<file path="config.mk">
export PLATFORM = sky130hd
export DESIGN_NAME = ll3p_out_reg
export DESIGN_NICKNAME = d
export VERILOG_FILES = /design/src/rtl/ll3p_out_reg.sv
export SDC_FILE = /design/constraint.sdc
export NUM_CORES = 1
export LEC_CHECK = 0
export ABC_CLOCK_PERIOD_IN_PS = 1600
export BUFFER_PORTS_ARGS = -buffer_cell sky130_fd_sc_hd__buf_4
export CAP_MARGIN = 20
export CORE_MARGIN = 4
export CORE_UTILIZATION = 43
export DETAILED_ROUTE_END_ITERATION = 6
export GPL_TIMING_DRIVEN = 1
export PLACE_DENSITY = 0.88
export SLEW_MARGIN = 25
export SYNTH_ARGS = -nofsm -noshare
export SYNTH_HDL_FRONTEND = slang
export SYNTH_SLANG_ARGS = --single-unit
export TNS_END_PERCENT = 100
</file>
<file path="constraint.sdc">
create_clock -name i_clk -period 1.6 [get_ports i_clk]
set_input_delay 0.16 -clock i_clk [delete_from_list [all_inputs] [get_ports i_clk]]
set_output_delay 0.16 -clock i_clk [all_outputs]
set_load 0.01 [all_outputs]
</file>
<file path="src/rtl/ll3p_out_reg.sv">
// Output register of the result channel: holds one request until taken.
// Depends on nothing but its parameters.
`timescale 1ns / 1ps
`default_nettype none

module ll3p_out_reg #(
    parameter int ADDR_BITS = 6,
    parameter int DATA_BITS = 32
) (
    input  wire logic                        i_clk,
    input  wire logic                        i_rst_n,
    input  wire logic                        i_push,
    input  wire logic [ADDR_BITS-1:0]        i_address,
    input  wire logic signed [DATA_BITS-1:0] i_value,
    input  wire logic [ADDR_BITS-1:0]        i_next_address,
    input  wire logic                        i_next_null,
    input  wire logic                        i_last,
    input  wire logic                        i_error,
    output logic                             o_free,
    output logic                             o_valid,
    input  wire logic                        i_stall,
    output logic [ADDR_BITS-1:0]             o_address,
    output logic signed [DATA_BITS-1:0]      o_value,
    output logic [ADDR_BITS-1:0]             o_next_address,
    output logic                             o_next_null,
    output logic                             o_last,
    output logic                             o_error
);

    logic                        r_valid;
    logic [ADDR_BITS-1:0]        r_address;
    logic signed [DATA_BITS-1:0] r_value;
    logic [ADDR_BITS-1:0]        r_next_address;
    logic                        r_next_null;
    logic                        r_last;
    logic                        r_error;

    assign o_free = !r_valid || !i_stall;

    always_ff @(posedge i_clk) begin
        if (!i_rst_n) begin
            r_valid <= 1'b0;
        end else if (i_push) begin
            r_valid <= 1'b1;
        end else if (!i_stall) begin
            r_valid <= 1'b0;
        end
    end

    always_ff @(posedge i_clk) begin
        if (i_push) begin
            r_address      <= i_address;
            r_value        <= i_value;
            r_next_address <= i_next_address;
            r_next_null    <= i_next_null;
            r_last         <= i_last;
            r_error        <= i_error;
        end
    end

    assign o_valid        = r_valid;
    assign o_address      = r_address;
    assign o_value        = r_value;
    assign o_next_address = r_next_address;
    assign o_next_null    = r_next_null;
    assign o_last         = r_last;
    assign o_error        = r_error;

endmodule

`default_nettype wire

</file>
# Word level (Yosys, flattened, before mapping)
# Index checks and enable logic that the tools add are counted.
# totals
register_bits	48
elab_cells	13
# op_classes
n_eq_ne	1
muxes	2
reduce_logical	3
# ops
cell	n
$logic_not A1 Y1	2
$mux W1	2
$ne A2 B2 Y1 const B	1
$logic_or A1 B1 Y1	1

# Logic depth before layout (Yosys ltp)
# logic_depth
ltp_word	2
depth_mapped	2
depth_no_buf	2

# Worst setup path after synthesis
# No wires, ideal clock.
# synth_timing
path_kind	register to output
start	register r_valid (netlist: o_valid)
end	output o_free
arrival_ps	477
required_ps	1440
slack_ps	963
stages_incl_launch_ff	2
path_buffers	0
path_cell_list	dfxtp_1 -> nand2_1
# synth_via
elab_chain_len	2
# synth_rtl
item	line	source
from (decl)	30	logic r_valid;
from (signal assigned)	42	r_valid <= 1'b0;
from (signal assigned)	44	r_valid <= 1'b1;
from (signal assigned)	46	r_valid <= 1'b0;
$logic_not A1 Y1	38	assign o_free = !r_valid || !i_stall;
$logic_or A1 B1 Y1	38	
to (decl)	19	output logic o_free,
# Every way passes these cells.

# Worst setup path after layout
# layout_timing
start	register r_value[18] (netlist: o_value[18])
end	output o_value[18]
# layout_lines
item	line	source
from (decl)	32	logic signed [DATA_BITS-1:0] r_value;
from (signal assigned)	53	r_value <= i_value;
to (decl)	23	output logic signed [DATA_BITS-1:0] o_value,
# No word-level cell between the ends.

==> impl_results.rst <==
.. list-table::
   :header-rows: 1

   * - Metric
     - Value
   * - Met1 Resource Use GR
     - 0.295
   * - Cell with the most instances after synthesis
     - edfxtp_1
   * - Share of the synthesized area in the top cell type
     - 0.976
   * - GRT overflow
     - 0
   * - Synthesized instance count
     - 51
   * - Clock Power Share
     - 0.219
   * - Worst-case register-to-register setup slack
     - 970 ps
   * - Via count of the first global-routing pass
     - 1211
   * - Total half-perimeter wirelength after legalization and detailed placement
     - 2700 um
   * - GR Layer Usage met3
     - 0.105
   * - Synth area leaders
     - edfxtp_1 (98%), dfxtp_1 (1.4%), nor2b_1 (0.43%)
   * - Post-synthesis cell type with the largest combined area
     - edfxtp_1
   * - Flop pwr share
     - 0.608
   * - Worst voltage drop across the vdd grid
     - 0.000745 V
   * - Root buf cell
     - clkbuf_4
   * - Number of cells on the worst hold path
     - 3
   * - H-tree depth
     - 2
   * - CTS tree
     - built
   * - Port-buffer cells
     - 99
   * - Filler cell count
     - 111
   * - Total count of hold-check failures in the final report
     - 0
   * - Internal cell power
     - 1.92 mW
   * - Setup TNS
     - 0 ps
   * - Number of storage elements in the synthesis netlist
     - 48
   * - Syn_area_per_cell
     - 28.4 um^2
   * - Power per standard cell area
     - 904 nW/um^2
   * - FF/Latch Area
     - 1430 um^2
   * - Clock sink count
     - 48
   * - Antenna violations before repair
     - 1
   * - PostCTS Resize Cnt
     - 0
   * - Total power after layout
     - 2.52 mW
   * - Signed area change from the synthesized netlist to the final layout
     - 92.5%
   * - Global-route wire length before repair
     - 7410 um
   * - Maximum number of pins on one net before global-route repair
     - 49
   * - DIE AREA
     - 4360 um^2
   * - Class of the most critical hold timing path
     - in -> reg
   * - GRT Max-Usage Layer
     - met2
   * - Setup repair after global routing missed its margin
     - no
   * - Post-route clock skew
     - 0 ps
   * - GPL Wtd Cong
     - 0.660
   * - Fraction of power spent switching nets
     - 0.236
   * - Std cell rows
     - 20
   * - Synth cell types
     - 5
   * - Leakage
     - 1.17 nW
   * - MaxCap Viol Count
     - 0
   * - Via-per-instance ratio
     - 4.60
   * - Worst hold endpoint
     - o_valid$_SDFFE_PN0P_
   * - Antenna-violating nets left
     - 0
   * - Finished Core Util
     - 0.890
   * - Vertical die dimension
     - 66.0 um
   * - Category of the critical setup timing path
     - reg -> out
   * - All-Layer GR Usage
     - 0.257
   * - Area of the multi-input gates
     - 15.0 um^2
   * - Largest delay contributor family on the critical path
     - flip-flops
   * - Reg-to-reg startpoint
     - o_valid$_SDFFE_PN0P_
   * - Number of buffers and inverters on the critical path
     - 1
   * - R2R cell count
     - 2
   * - Slowest stage cell on the critical path
     - edfxtp_1
   * - Data required time of the worst path
     - 1440 ps
   * - Core Box Area
     - 3130 um^2
   * - Most frequent cells after synthesis
     - edfxtp_1 (47), a21oi_1 (1), dfxtp_1 (1), nand2_1 (1), nor2b_1 (1)
   * - Share of the clock period used by the worst path
     - 0.718
   * - Die extent in x
     - 66.0 um
   * - Peak Freq
     - 0.870 GHz
   * - Maximum fanout along the worst path
     - 1
   * - Cell chain of the critical path
     - buf_4
   * - Kind of start point of the critical path
     - register
   * - Ys Warns
     - 0
   * - Number of I/O pins
     - 100
   * - Average detailed-routed wire length per instance
     - 20.7 um
   * - Worst path max stage delay
     - 440 ps
   * - Via total after detailed routing
     - 1155
   * - Final layout net count
     - 256
   * - Count of pins over their slew limit
     - 0
   * - Number of remaining DRC errors
     - 0
   * - Fin crit period
     - 1150 ps
   * - Headroom to the max-slew limit
     - 0.612
   * - Power spent charging and discharging nets
     - 0.594 mW
   * - Buffers from clock root to sink, at most
     - 2
   * - TritonCTS Buffers
     - 5
   * - Slew at the pin closest to its max-slew limit
     - 582 ps
   * - Clock transition at the register clock pins on the worst setup and hold paths after CTS
     - 150 ps
   * - Critical register-to-register path endpoint
     - o_valid$_SDFFE_PN0P_
   * - Effective utilization at floorplan
     - 0.462
   * - EDFF count, synth
     - 47
   * - Later-pin clock latency in the skew report
     - 360 ps
   * - Layout cell share with drive strength beyond 1
     - 0.515
   * - Net count after synthesis
     - 102
   * - Sequential-to-total area share from yosys stat
     - 0.990
   * - Outcome
     - finished clean
   * - Arrival time at the worst endpoint
     - 990 ps
   * - Start point of the worst min-delay path
     - i_stall
   * - Final setup violating endpoints
     - 0
   * - Number of iterations in the first detailed-routing pass
     - 4
   * - Total wirelength of the detailed-routed design
     - 5210 um
   * - 1st-iter DRT viols
     - 38
   * - Ys flop type
     - edfxtp_1
   * - Fraction of registers with async set/reset
     - 0
   * - Setup crit end kind
     - output pin
   * - Met2 demand-to-capacity share in global routing
     - 0.423
   * - Combinational Power Share
     - 0.173
   * - Syn Std Cell Area
     - 1450 um^2
==> power groups by stage <==
stage	logic, mW	clock network (mW)	registers [mW]
after floorplan	0.00287	0	1.60
after global placement	0.312	0	1.54
after detailed placement	0.322	0	1.55
after CTS	0.418	0.548	1.52
after global routing	0.458	0.622	1.54
final	0.434	0.551	1.53
==> cells by family (layout without fill, tap and decap cells) <==
logic type             Yosys count  in the layout  synth area share
buffers and inverters            0            155                 0
other                            0              1                 0
AOI/OAI and AO/OA                1              1           0.00346
DFF                             48             48             0.990
and+or+nand+nor                  2              2           0.00692
==> placed cells by master, fill, tap and decap left out <==
cell type,netlist,layout
edfxtp_1,47,47
nor2b_1,1,1
dfxtp_1,1,1
clkbuf_4,0,5
diode_2,0,1
a21oi_1,1,1
clkinvlp_4,0,2
nand2_1,1,1
buf_4,0,99
clkinv_1,0,1
dlygate4sd3_1,0,48
==> layer usage <==
metal | vias up | wire length (um)
li1 | 511 | -
met1 | 544 | 1960
met2 | 87 | 2540
met3 | 13 | 570
met4 | 0 | 141
met5 | - | 0
==> registers in the layout, indices dropped and copies added (netlist names) <==
name / flops
o_error: 1
o_value: 32
o_next_null: 1
o_valid: 1
o_address: 6
o_last: 1
o_next_address: 6
==> stage by stage <==
| step | cell area, um^2 | hold slack [ps] | worst slack (ps) | std cells |
|---|---|---|---|---|
| finish | 2780 | 56.0 | 450 | 251 |
| global route | 2780 | 61.9 | 408 | 251 |
| CTS | 2770 | 3.46 | 488 | 249 |
| detailed placement | 2240 | 339 | 580 | 194 |
| global placement | 2240 | 338 | 612 | 194 |
| floorplan | 1450 | 259 | 963 | 51 |
==> layout make-up <==
type / count / area share
repair buffers: 147 / 0.440
clock inverters: 3 / 0.00674
diodes: 1 / 0.000899
multi-input cells: 3 / 0.00539
well taps: 44 / 0.0198
clock buffers: 5 / 0.0135
flip-flops and latches: 48 / 0.514
==> worst max-delay path by stage <==
stage,slack [ps],cells past startpoint,from,end
after floorplan,960,1,o_valid$_SDFFE_PN0P_,o_free
after global placement,610,1,i_push,o_value[8]$_DFFE_PP_
after detailed placement,580,1,i_push,o_value[10]$_DFFE_PP_
after CTS,490,1,o_value[17]$_DFFE_PP_,o_value[17]
after global routing,410,1,o_value[25]$_DFFE_PP_,o_value[25]
final,450,1,o_value[18]$_DFFE_PP_,o_value[18]
==> timing repair <==
action | CTS | global route
buffers inserted | 0 | 0
hold buffers | 47 | 1
endpoints found under the setup margin | 0 | 0
endpoints found under the hold margin | 47 | 1
Note: power is estimated with default switching activity, not from simulation.
