--- config.mk ---
export PLATFORM = sky130hd
export DESIGN_NAME = ll3p_ram
export DESIGN_NICKNAME = d
export VERILOG_FILES = /design/src/rtl/ll3p_ram.sv
export SDC_FILE = /design/constraint.sdc
export NUM_CORES = 1
export LEC_CHECK = 0
export CAP_MARGIN = 5
export CORE_ASPECT_RATIO = 2
export CORE_MARGIN = 2
export CORE_UTILIZATION = 48
export CTS_BUF_LIST = sky130_fd_sc_hd__clkbuf_16
export DETAILED_ROUTE_END_ITERATION = 8
export DONT_BUFFER_PORTS = 1
export SLEW_MARGIN = 0
export SYNTH_ARGS = -nofsm -noshare
export SYNTH_HDL_FRONTEND = slang
export SYNTH_SLANG_ARGS = --single-unit
--- constraint.sdc ---
create_clock -name i_clk -period 2.3 [get_ports i_clk]
set_input_delay 0 -clock i_clk [delete_from_list [all_inputs] [get_ports i_clk]]
set_output_delay 0 -clock i_clk [all_outputs]
set_load 0.03 [all_outputs]
--- src/rtl/ll3p_ram.sv ---
// Generic single-write, single-read synchronous RAM with registered read data.
// No dependencies.
`timescale 1ns / 1ps
`default_nettype none

module ll3p_ram #(
    parameter int WIDTH = 8,
    parameter int DEPTH = 64
) (
    input  wire logic                     i_clk,
    input  wire logic                     i_we,
    input  wire logic [$clog2(DEPTH)-1:0] i_waddr,
    input  wire logic [WIDTH-1:0]         i_wdata,
    input  wire logic                     i_re,
    input  wire logic [$clog2(DEPTH)-1:0] i_raddr,
    output logic      [WIDTH-1:0]         o_rdata
);

    logic [WIDTH-1:0] r_mem [DEPTH];
    logic [WIDTH-1:0] r_rdata;

    always_ff @(posedge i_clk) begin
        if (i_we) begin
            r_mem[i_waddr] <= i_wdata;
        end
        if (i_re) begin
            r_rdata <= r_mem[i_raddr];
        end
    end

    assign o_rdata = r_rdata;

endmodule

`default_nettype wire

### After elaboration in Yosys (flattened, before gate mapping)

Memories as Yosys holds them, arrays and structs flattened. A register that Yosys moved wholly into a read port is not among the register bits.
Index checks and enable logic that the tools add are counted.

| operators by class | value |
|---|---|
| mux-type cells | 2 |

Operator list:

| kind | count |
|---|---|
| 1-bit two-way mux | 2 |

| word-level totals | value |
|---|---|
| flip-flop bits (word level) | 0 |
| memory bits (writable) | 512 |
| input bits | 23 |
| output and inout bits | 8 |
| word-level logic and storage cells | 3 |
| memories | 1 |

Memory list:

| name | depth | width | read ports | clocked after memory_dff | wr ports | line | RTL |
|---|---|---|---|---|---|---|---|
| r_mem | 64 | 8 | 1 | 1 | 1 | 19 | `logic [WIDTH-1:0] r_mem [DEPTH];` |

### Longest topological paths before layout

Gate-level depths: netlist of run 1.

| logic depth | value |
|---|---|
| word-level depth | 2 |
| mapped depth | 9 |
| mapped depth without buffers | 5 |

### Least setup slack after synthesis of run 1

OpenSTA, ideal clock, no wires.

| path | value |
|---|---|
| path type | register to register |
| from | memory r_mem[29][4] |
| to | register r_rdata[4] (netlist: o_rdata[4]), read port of r_mem (data pin) |
| library setup time | 270 ps |
| arrival time | 1560 ps |
| data required time | 2030 ps |
| setup slack | 470 ps |
| stages on the path, launching flop included | 6 |
| path buffers | 0 |
| period minus slack after synthesis | 1830 ps |
| cell sequence | edfxtp_1 -> mux4_2 -> mux2_2 -> o221a_2 -> nor3_1 -> o32ai_1 |

RTL lines:

| what | line | RTL |
|---|---|---|
| from (decl) | 19 |  |
| to (decl) | 20 | `logic [WIDTH-1:0] r_rdata;` |

==> flow_summary.ini, run 1 <==
[status]
status = complete, no violations

[sta]
skew_ns = 0.0261
rsz0062_at_grt = false
tightest_slew_ns = 1.08
maxSlewViolCount = 0
fin_crit_ns = 2.19
relSlewSlack_pct = 27.7
clock.fmax_mhz = 457
whs_ns = 0.0122
setup_viol = 0
hold_viol_final = 0
period_share_pct = 95.1
fin_tns_setup_ns = 0

[placement]
placed_cells = 1500
gp_congestion = 0.805
portBuffers = 0
hpwl_mm = 28.2

[clocking]
h-tree-depth = 2
clock_latency_ns = 0.57
path_clk_slew_ns = 0.07
numCtsBuffers = 44
clockBufferDepth = 3
cts_tree = built
clock_sinks = 520
cts_root_buf = clkbuf_16

[logic_synthesis]
yosysUniqueCellTypes = 39
syn-cell-area_um2 = 20200
syn_inst = 940
synth_ff_type = edfxtp_1
yosysWarnings = 0
synth_edf_count = 520
synth_nets = 963
synthArstFlopShare_pct = 0
yosysSeqAreaShare_pct = 77.1
syn_avg_cell_area_um2 = 21.5
synth_seq_cells = 520

[final_layout]
nFillCells = 3213
synthToLayoutAreaGrowth_pct = 13.6
antennaDiodeCount = 0
layout.nets = 1061
final_util_pct = 55.0
drive_gt1_share_pct = 26.4
layout.cells.non_filler = 1614

[critical_path]
crit_end = o_rdata[4]
slowest_delay_ns = 0.46
crit_chain = mux4_2 > mux2_2 > o221a_2 > nor3_1 > o32ai_1
cp_slowest_cell = mux4_2
rr_startpoint = r_mem[16][4]
cp_max_fo = 1
endpoint_kind = flip-flop
worstPathArrival_ns = 2.49
regToRegEndpoint = o_rdata[4]
cp_data_required_time_ns = 2.60
r2r_setup_slack_ns = 0.11
cp_num_cells = 5
critPathKind = flip-flop to flip-flop
start_kind = flip-flop
worstSetupStartpoint = r_mem[16][4]
crit_family = multiplexers
r2r_cells = 5
crit_buf_inv = 0

[power]
power_density_nw_per_um2 = 809
power.total_mw = 18.6
ir_drop_mv = 0.626
power_leakage_nw = 7.23

[global_route]
grt_start_max_net_pins = 138
grt_use_total_pct = 22.5
grt.overflow.total = 0
grt_first_pass_wirelength_mm = 69.7
grt_pass1_vias = 10100
antenna_found_initial = 1

[route]
viasPerCell = 5.99
drtPass1Iterations = 5
first_iter_violations = 715
wl_mm = 48.0
drcViolationCount = 0
ant_nets = 0
num_vias = 9668
wl_per_cell_um = 29.8

[floorplanning]
initial_core_util_pct = 48.5
dieHeight_um = 294
ioPinCount = 31
rows = 106
core_um2 = 41800
die-width_um = 149
dieArea_um2 = 43900

[flow_run]
drv_cap = 0

[hold_path]
hold_path.class = primary input to flip-flop
-- through the flow --
stage,instance area (um2),setup WS (ns)
global route,23000,0.0383
detailed placement,21100,-0.0158
global placement,21100,0.0100
finish,23000,0.113
CTS,23000,0.0850
floorplan,20200,0.470
-- tightest hold or removal path: stages --
cell and delay, ns:
mux2i_1 0.16, nand2_1 0.10, nand3_1 0.08, o32ai_1 0.10
-- layer usage --
metal	wire length, um	part of all wire [%]	GRT usage [%]	up-vias
li1	-	-	-	4121
met2	26900	56	41.8	266
met5	0	0	0	-
met1	16900	35	25.7	5190
met3	2260	4.7	3.41	91
met4	1950	4.1	8.94	0
-- logic make-up after synthesis --
family          after synthesis  share of synthesized area [%]
simple gates                153                           3.37
buf+inv                      51                           1.56
flops                       520                           77.1
mux                         162                           15.9
compound gates               54                           2.06
-- cells in the mapped netlist, types with 3 or more instances --
master / n / area, um2
nand3b_1: 3 / 22.5
nand3_1: 13 / 65.1
a221oi_1: 6 / 52.6
a22oi_1: 3 / 22.5
a21oi_1: 3 / 15.0
buf_1: 4 / 15.0
buf_6: 4 / 45.0
nor2b_1: 14 / 87.6
mux2_2: 13 / 146
o2111ai_1: 3 / 26.3
nand2b_1: 7 / 43.8
mux4_2: 126 / 2840
o221ai_1: 8 / 70.1
edfxtp_1: 520 / 15600
nor3_1: 7 / 35.0
clkbuf_1: 17 / 63.8
nor2_1: 83 / 312
buf_2: 11 / 55.1
mux2i_1: 23 / 230
a211oi_1: 4 / 30.0
o22ai_1: 8 / 50.1
buf_4: 13 / 97.6
nand2_1: 19 / 71.3
o2bb2ai_1: 3 / 26.3
-- layout make-up --
type	instances	area [um2]	share of cell area, %
tap	540	676	2.94
clock buffer	45	1130	4.90
timing repair buffer	103	993	4.32
multi-input combinational	369	4320	18.8
sequential	520	15600	67.9
clock inverter	37	259	1.13
-- cell usage in the layout, fill, tap and decap left out, types with 4 or more instances in the layout --
cell / n
clkinvlp_4: 6
edfxtp_1: 520
nand3_1: 13
nor2_1: 83
o22ai_1: 8
nand2b_1: 7
nor2b_1: 14
mux2i_1: 23
inv_1: 6
mux2_2: 13
dlygate4sd3_1: 24
mux4_2: 126
nor3_1: 6
nand2_1: 19
o221ai_1: 8
buf_16: 8
clkinv_2: 7
buf_4: 71
a221oi_1: 6
clkinv_1: 13
a211oi_1: 4
clkbuf_16: 45
-- worst min-delay path by stage --
| stage | end | slack (ns) | start | depth (start not counted) |
|---|---|---|---|---|
| floorplan | r_mem[0][0] | 0.1 | i_wdata[0] | 0 |
| global placement | r_mem[48][2] | 0.10 | i_wdata[2] | 0 |
| detailed placement | r_mem[48][2] | 0.10 | i_wdata[2] | 0 |
| CTS | r_mem[52][7] | 0.002 | i_waddr[0] | 3 |
| global route | o_rdata[6] | 0.01 | i_raddr[0] | 4 |
| finish | o_rdata[6] | 0.01 | i_raddr[0] | 4 |
-- report_power, final --
part	switching [mW]	total [mW]	internal, mW
logic	0.441	0.829	0.388
registers	0.0518	10.6	10.5
clock network	3.32	7.23	3.91
-- sequential cells by signal (all words and copies together), names as in the netlist --
| name | flops |
|---|---|
| r_mem | 512 |
| o_rdata | 8 |
-- repair_timing --
action,4_1_cts,5_1_grt
endpoints found under the setup margin,1,0
setup buffers,0,0
gates resized for setup,1,0
endpoints found under the hold margin,602,0
hold buffers,32,0
(Power assumes the default switching activity.)
==> run 2: changes to the inputs <==
--- a/config.mk
+++ b/config.mk
@@ -5,6 +5,7 @@
 export SDC_FILE = /design/constraint.sdc
 export NUM_CORES = 1
 export LEC_CHECK = 0
+export ABC_AREA = 1
 export CAP_MARGIN = 5
 export CORE_ASPECT_RATIO = 2
 export CORE_MARGIN = 2
==> run 2 against run 1 <==
Effect of this change: die area grew 5.7%; clock power up 8.9%; non-clock buffer count shrank 5; combinational power increased by 34%; synthesized cell count is 92% higher; critical endpoint is now o_rdata[6].
==> flow_summary.ini, run 2 <==
[logic_synthesis]
synth_edf_count = 520
yosys.area_share.simple_pct = 23.1
synth.most_common_cell = nand2_1
yosysWarnings = 0
synthMuxAreaShare_pct = 0
synth_area_leaders = edfxtp_1 73%, nand2_1 11%, nand3_1 10%, buf_6 1.8%, nor2_1 0.98%
synthArstFlopShare_pct = 0
yosysTopAreaCell = edfxtp_1
syn_inst = 1805
synth_ff_type = edfxtp_1
synth_seq_cells = 520
yosysUniqueCellTypes = 15
post-synth-top-area-fraction_pct = 72.9
synth_compound_area_share_pct = 0
syn-cell-area_um2 = 21400
yosysSeqAreaShare_pct = 72.9
synthAdderAreaFrac_pct = 0
synth_nets = 1828
syn_avg_cell_area_um2 = 11.9
synthTopCellsByCount = 648 x nand2_1, 520 x edfxtp_1, 439 x nand3_1, 56 x nor2_1, 37 x buf_2
synth-xor-area-share_pct = 0
synth_top_family_by_area = simple AND/OR/NAND/NOR gates

[final_layout]
final_common_cell = nand2_1
antennaDiodeCount = 0
layout.nets = 1859
largest_reg_flops = 512
final_cell_mix = 648 x nand2_1, 520 x edfxtp_1, 439 x nand3_1
synthToLayoutAreaGrowth_pct = 11.3
top_register = r_mem
drive_gt1_share_pct = 7.60

[global_route]
antenna_found_initial = 1
grt.overflow.total = 0
grt_pass1_vias = 14000
grt_first_pass_wirelength_mm = 83.7
grt_start_max_net_pins = 258
grt_use_total_pct = 24.2

[placement]
hpwl_mm = 32.8
gp_congestion = 0.849
portBuffers = 0

[route]
drcViolationCount = 0
viasPerCell = 5.70
wl_mm = 56.0
num_vias = 13800
wl_per_cell_um = 23.1
ant_nets = 0
drtPass1Iterations = 5
first_iter_violations = 1199

[clocking]
path_clk_slew_ns = 0.07
numCtsBuffers = 44
ctsResizeCount = 0
cts_root_buf = clkbuf_16
clock_latency_ns = 0.56
h-tree-depth = 2
clockBufferDepth = 3
cts_setup_buffers = 0
cts_tree = built
clock_sinks = 520

[floorplanning]
dieHeight_um = 303
ioPinCount = 31
rows = 109
core_um2 = 44200
dieArea_um2 = 46400
initial_core_util_pct = 48.5
die-width_um = 153

[sta]
rsz0062_at_grt = false
period_share_pct = 86.7
fin_tns_setup_ns = 0
maxSlewViolCount = 0
whs_ns = 0.0120
setup_viol = 0
fin_crit_ns = 1.99
skew_ns = 0.0207
relSlewSlack_pct = 39.2
hold_viol_final = 0
clock.fmax_mhz = 502
tightest_slew_ns = 0.908

[power]
internal-power_mw = 15.4
clockPowerShare_pct = 40.3
power_density_nw_per_um2 = 819
comb_power_share_pct = 5.7
ir_drop_mv = 0.617
p_sw_share_pct = 21.1
switchingPower_mw = 4.13
power_leakage_nw = 8.59
p_seq_share_pct = 54.0

[critical_path]
r2r_setup_slack_ns = 0.31
critPathKind = flip-flop to flip-flop
cp_data_required_time_ns = 2.61
worstPathArrival_ns = 2.30
r2r_cells = 9
start_kind = flip-flop
regToRegEndpoint = o_rdata[6]
rr_startpoint = r_mem[37][6]
endpoint_kind = flip-flop
cp_max_fo = 1

[flow_run]
drv_cap = 0

[status]
status = complete, no violations

[hold_path]
holdPathStages = 6
hold_end = o_rdata[0]
min_from = i_raddr[2]
hold_path.class = primary input to flip-flop
-- run 2: cells by family after synthesis --
family / Yosys count
AND/OR/NAND/NOR: 1160
flip-flops: 520
buffers and inverters: 125
-- run 2: metal layers --
layer,vias up,wire length (um),global-route usage (%)
met5,-,16,0
met4,2,3510,14.6
met3,147,2650,3.21
met2,448,30200,44.5
met1,6805,19600,26.4
li1,6399,-,-
-- run 2: cell type report --
class | count | area, um2
fillers | 3834 | 20300
repair buffers | 98 | 1030
multi-input cells | 1160 | 4950
flip-flops and latches | 520 | 15600
well taps | 555 | 694
clock buffers | 45 | 1130
clock inverters | 33 | 389
inverters | 12 | 52.6
-- run 2: power by group through the flow --
stage / clock network (mW) / logic (mW) / registers (mW)
CTS: 7.98 / 1.12 / 10.6
finish: 7.87 / 1.11 / 10.6
floorplan: 0 / 0.737 / 10.8
global route: 8.34 / 1.21 / 10.6
detailed placement: 0 / 0.841 / 10.8
global placement: 0 / 0.838 / 10.8
-- run 2: how the worst max path moves through the flow --
stage	from	endpoint	slack [ns]	cells past startpoint
global placement	i_raddr[0]	o_rdata[4]	0.40	11
CTS	r_mem[36][6]	o_rdata[6]	0.30	9
finish	r_mem[37][6]	o_rdata[6]	0.31	9
detailed placement	i_raddr[0]	o_rdata[4]	0.39	11
global route	r_mem[37][6]	o_rdata[6]	0.20	9
floorplan	i_we	r_mem[48][0]	0.53	3
-- run 2: timing repair --
item / 4_1_cts / 5_1_grt
hold buffers: 31 / 0
endpoints found under the hold margin: 587 / 0
setup endpoints to repair: 0 / 0
-- run 2: stage by stage --
stage / cell area [um2] / setup WS (ns) / power (mW) / utilization, % / std cells
final: 23800 / 0.306 / 19.5 / 54.0 / 2423
after global routing: 23800 / 0.197 / 20.1 / 54.0 / 2423
after CTS: 23800 / 0.304 / 19.7 / 54.0 / 2423
after detailed placement: 21900 / 0.388 / 11.6 / 49.5 / 2314
after global placement: 21900 / 0.403 / 11.6 / 49.5 / 2314
after floorplan: 21400 / 0.534 / 11.5 / - / 1805
-- run 2: worst max-delay path, stage by stage (launching register included) --
cell and delay, ns:
edfxtp_1 0.37, nand2_1 0.10, nand3_1 0.11, nand3_1 0.17
nand2_1 0.08, nand2_1 0.11, nand3_1 0.09, nand3_1 0.10
dlygate4sd3_1 0.58, nand2_1 0.05
==> run 3: changes to the inputs <==
--- a/config.mk
+++ b/config.mk
@@ -13,6 +13,7 @@
 export CTS_BUF_LIST = sky130_fd_sc_hd__clkbuf_16
 export DETAILED_ROUTE_END_ITERATION = 8
 export DONT_BUFFER_PORTS = 1
+export REMOVE_ABC_BUFFERS = 1
 export SLEW_MARGIN = 0
 export SYNTH_ARGS = -nofsm -noshare
 export SYNTH_HDL_FRONTEND = slang
==> run 3 against run 2 <==
Effect of this change: die area unchanged; global-route usage is 0.084 points lower; fmax shrank 7.4%; critical path type is now primary input to flip-flop; critical endpoint is now o_rdata[5]; highest routed layer unchanged.
==> flow_summary.ini, run 3 (synthesis results as in run 2) <==
[placement]
gp_congestion = 0.819
portBuffers = 0
hpwl_mm = 32.1

[sta]
setup_viol = 0
tightest_slew_ns = 0.951
hold_viol_final = 0
rsz0062_at_grt = false
whs_ns = 0.00559
fin_crit_ns = 2.15
skew_ns = 0.0223
maxSlewViolCount = 0
period_share_pct = 93.6
relSlewSlack_pct = 36.4
clock.fmax_mhz = 465
fin_tns_setup_ns = 0

[global_route]
grt_start_max_net_pins = 258
grt_first_pass_wirelength_mm = 83.6
grt_use_total_pct = 24.1
antenna_found_initial = 1
grt.overflow.total = 0
grt_pass1_vias = 13700

[flow_run]
drv_cap = 0

[final_layout]
antennaDiodeCount = 0
layout.nets = 1849
nFillCells = 3768
final_util_pct = 53.6
top_register = r_mem
synthToLayoutAreaGrowth_pct = 10.6
final_cell_mix = 648 x nand2_1, 520 x edfxtp_1, 439 x nand3_1
largest_reg_flops = 512
ff_latch_area_um2 = 15600
final_common_cell = nand2_1
multi_input_area_um2 = 4950
drive_gt1_share_pct = 7.04

[clocking]
cts_setup_buffers = 0
clock_latency_ns = 0.57
clockBufferDepth = 3
cts_root_buf = clkbuf_16
path_clk_slew_ns = 0.07
ctsResizeCount = 0
clock_sinks = 520
numCtsBuffers = 43
ctsHoldBuffers = 31
h-tree-depth = 2
cts_tree = built

[route]
drtPass1Iterations = 5
first_iter_violations = 1102
wl_per_cell_um = 23.3
wl_mm = 56.3
drcViolationCount = 0
ant_nets = 0
viasPerCell = 5.74
num_vias = 13900

[critical_path]
endpoint_kind = flip-flop
r2r_setup_slack_ns = 0.35
rr_startpoint = r_mem[47][3]
worstSetupStartpoint = i_raddr[3]
crit_chain = dlygate4sd3_1 > buf_12 > inv_1 > buf_4 > nand2_1 > nand3_1 > dlygate4sd3_1 > nand3_1 > nand2_1
start_kind = primary input
worstPathArrival_ns = 2.47
cp_max_fo = 27
cp_data_required_time_ns = 2.61
cp_slowest_cell = dlygate4sd3_1
critPathKind = primary input to flip-flop
slowest_delay_ns = 0.84

[status]
status = complete, no violations

[floorplanning]
dieHeight_um = 303
ioPinCount = 31
initial_core_util_pct = 48.5
dieArea_um2 = 46400
rows = 109
core_um2 = 44200
die-width_um = 153

[hold_path]
hold_path.class = primary input to flip-flop
min_from = i_raddr[3]

[power]
power.total_mw = 19.1
power_leakage_nw = 8.51
ir_drop_mv = 0.568
power_density_nw_per_um2 = 807
[run 3: final timing paths]
check | end | cells after the start
worst max-delay path | o_rdata[5] | 9
worst min-delay path | o_rdata[7] | 4
worst max register to register | o_rdata[3] | 9
worst min register to register | o_rdata[1] | 8
[run 3: critical path: cells and delay by family]
| family | cells | cell delay (ns) |
|---|---|---|
| buffers and inverters | 5 | 2.11 |
| and+or+nand+nor | 4 | 0.31 |
[run 3: per-stage QoR]
step / instances / worst slack [ns] / cell area, um2
4_1_cts: 2415 / 0.183 / 23700
3_5_place_dp: 2305 / 0.374 / 21800
6_report: 2415 / 0.147 / 23700
3_3_place_gp: 2305 / 0.423 / 21800
2_1_floorplan: 1692 / -0.357 / 20600
5_1_grt: 2415 / 0.116 / 23700
[run 3: layout make-up]
cell class | instances | area share, %
Clock inverter | 36 | 1.43
Clock buffer | 43 | 4.54
Tap cell | 555 | 2.93
Multi-Input combinational cell | 1160 | 20.9
Timing Repair Buffer | 89 | 4.10
Inverter | 12 | 0.222
Sequential cell | 520 | 65.9
[run 3: routing by layer]
| metal | GRT usage [%] | up-vias | share of wire (%) | wire [um] |
|---|---|---|---|---|
| li1 | - | 6385 | - | - |
| met4 | 11.8 | 2 | 5.1 | 2890 |
| met5 | 0 | - | 0.023 | 13 |
| met1 | 27.2 | 6828 | 36 | 20200 |
| met2 | 44.9 | 499 | 54 | 30200 |
| met3 | 2.93 | 145 | 5.3 | 2960 |
[run 3: where the power goes]
| part | switching, mW | internal [mW] |
|---|---|---|
| logic | 0.777 | 0.334 |
| registers | 0.0572 | 10.5 |
| clock network | 3.34 | 4.12 |
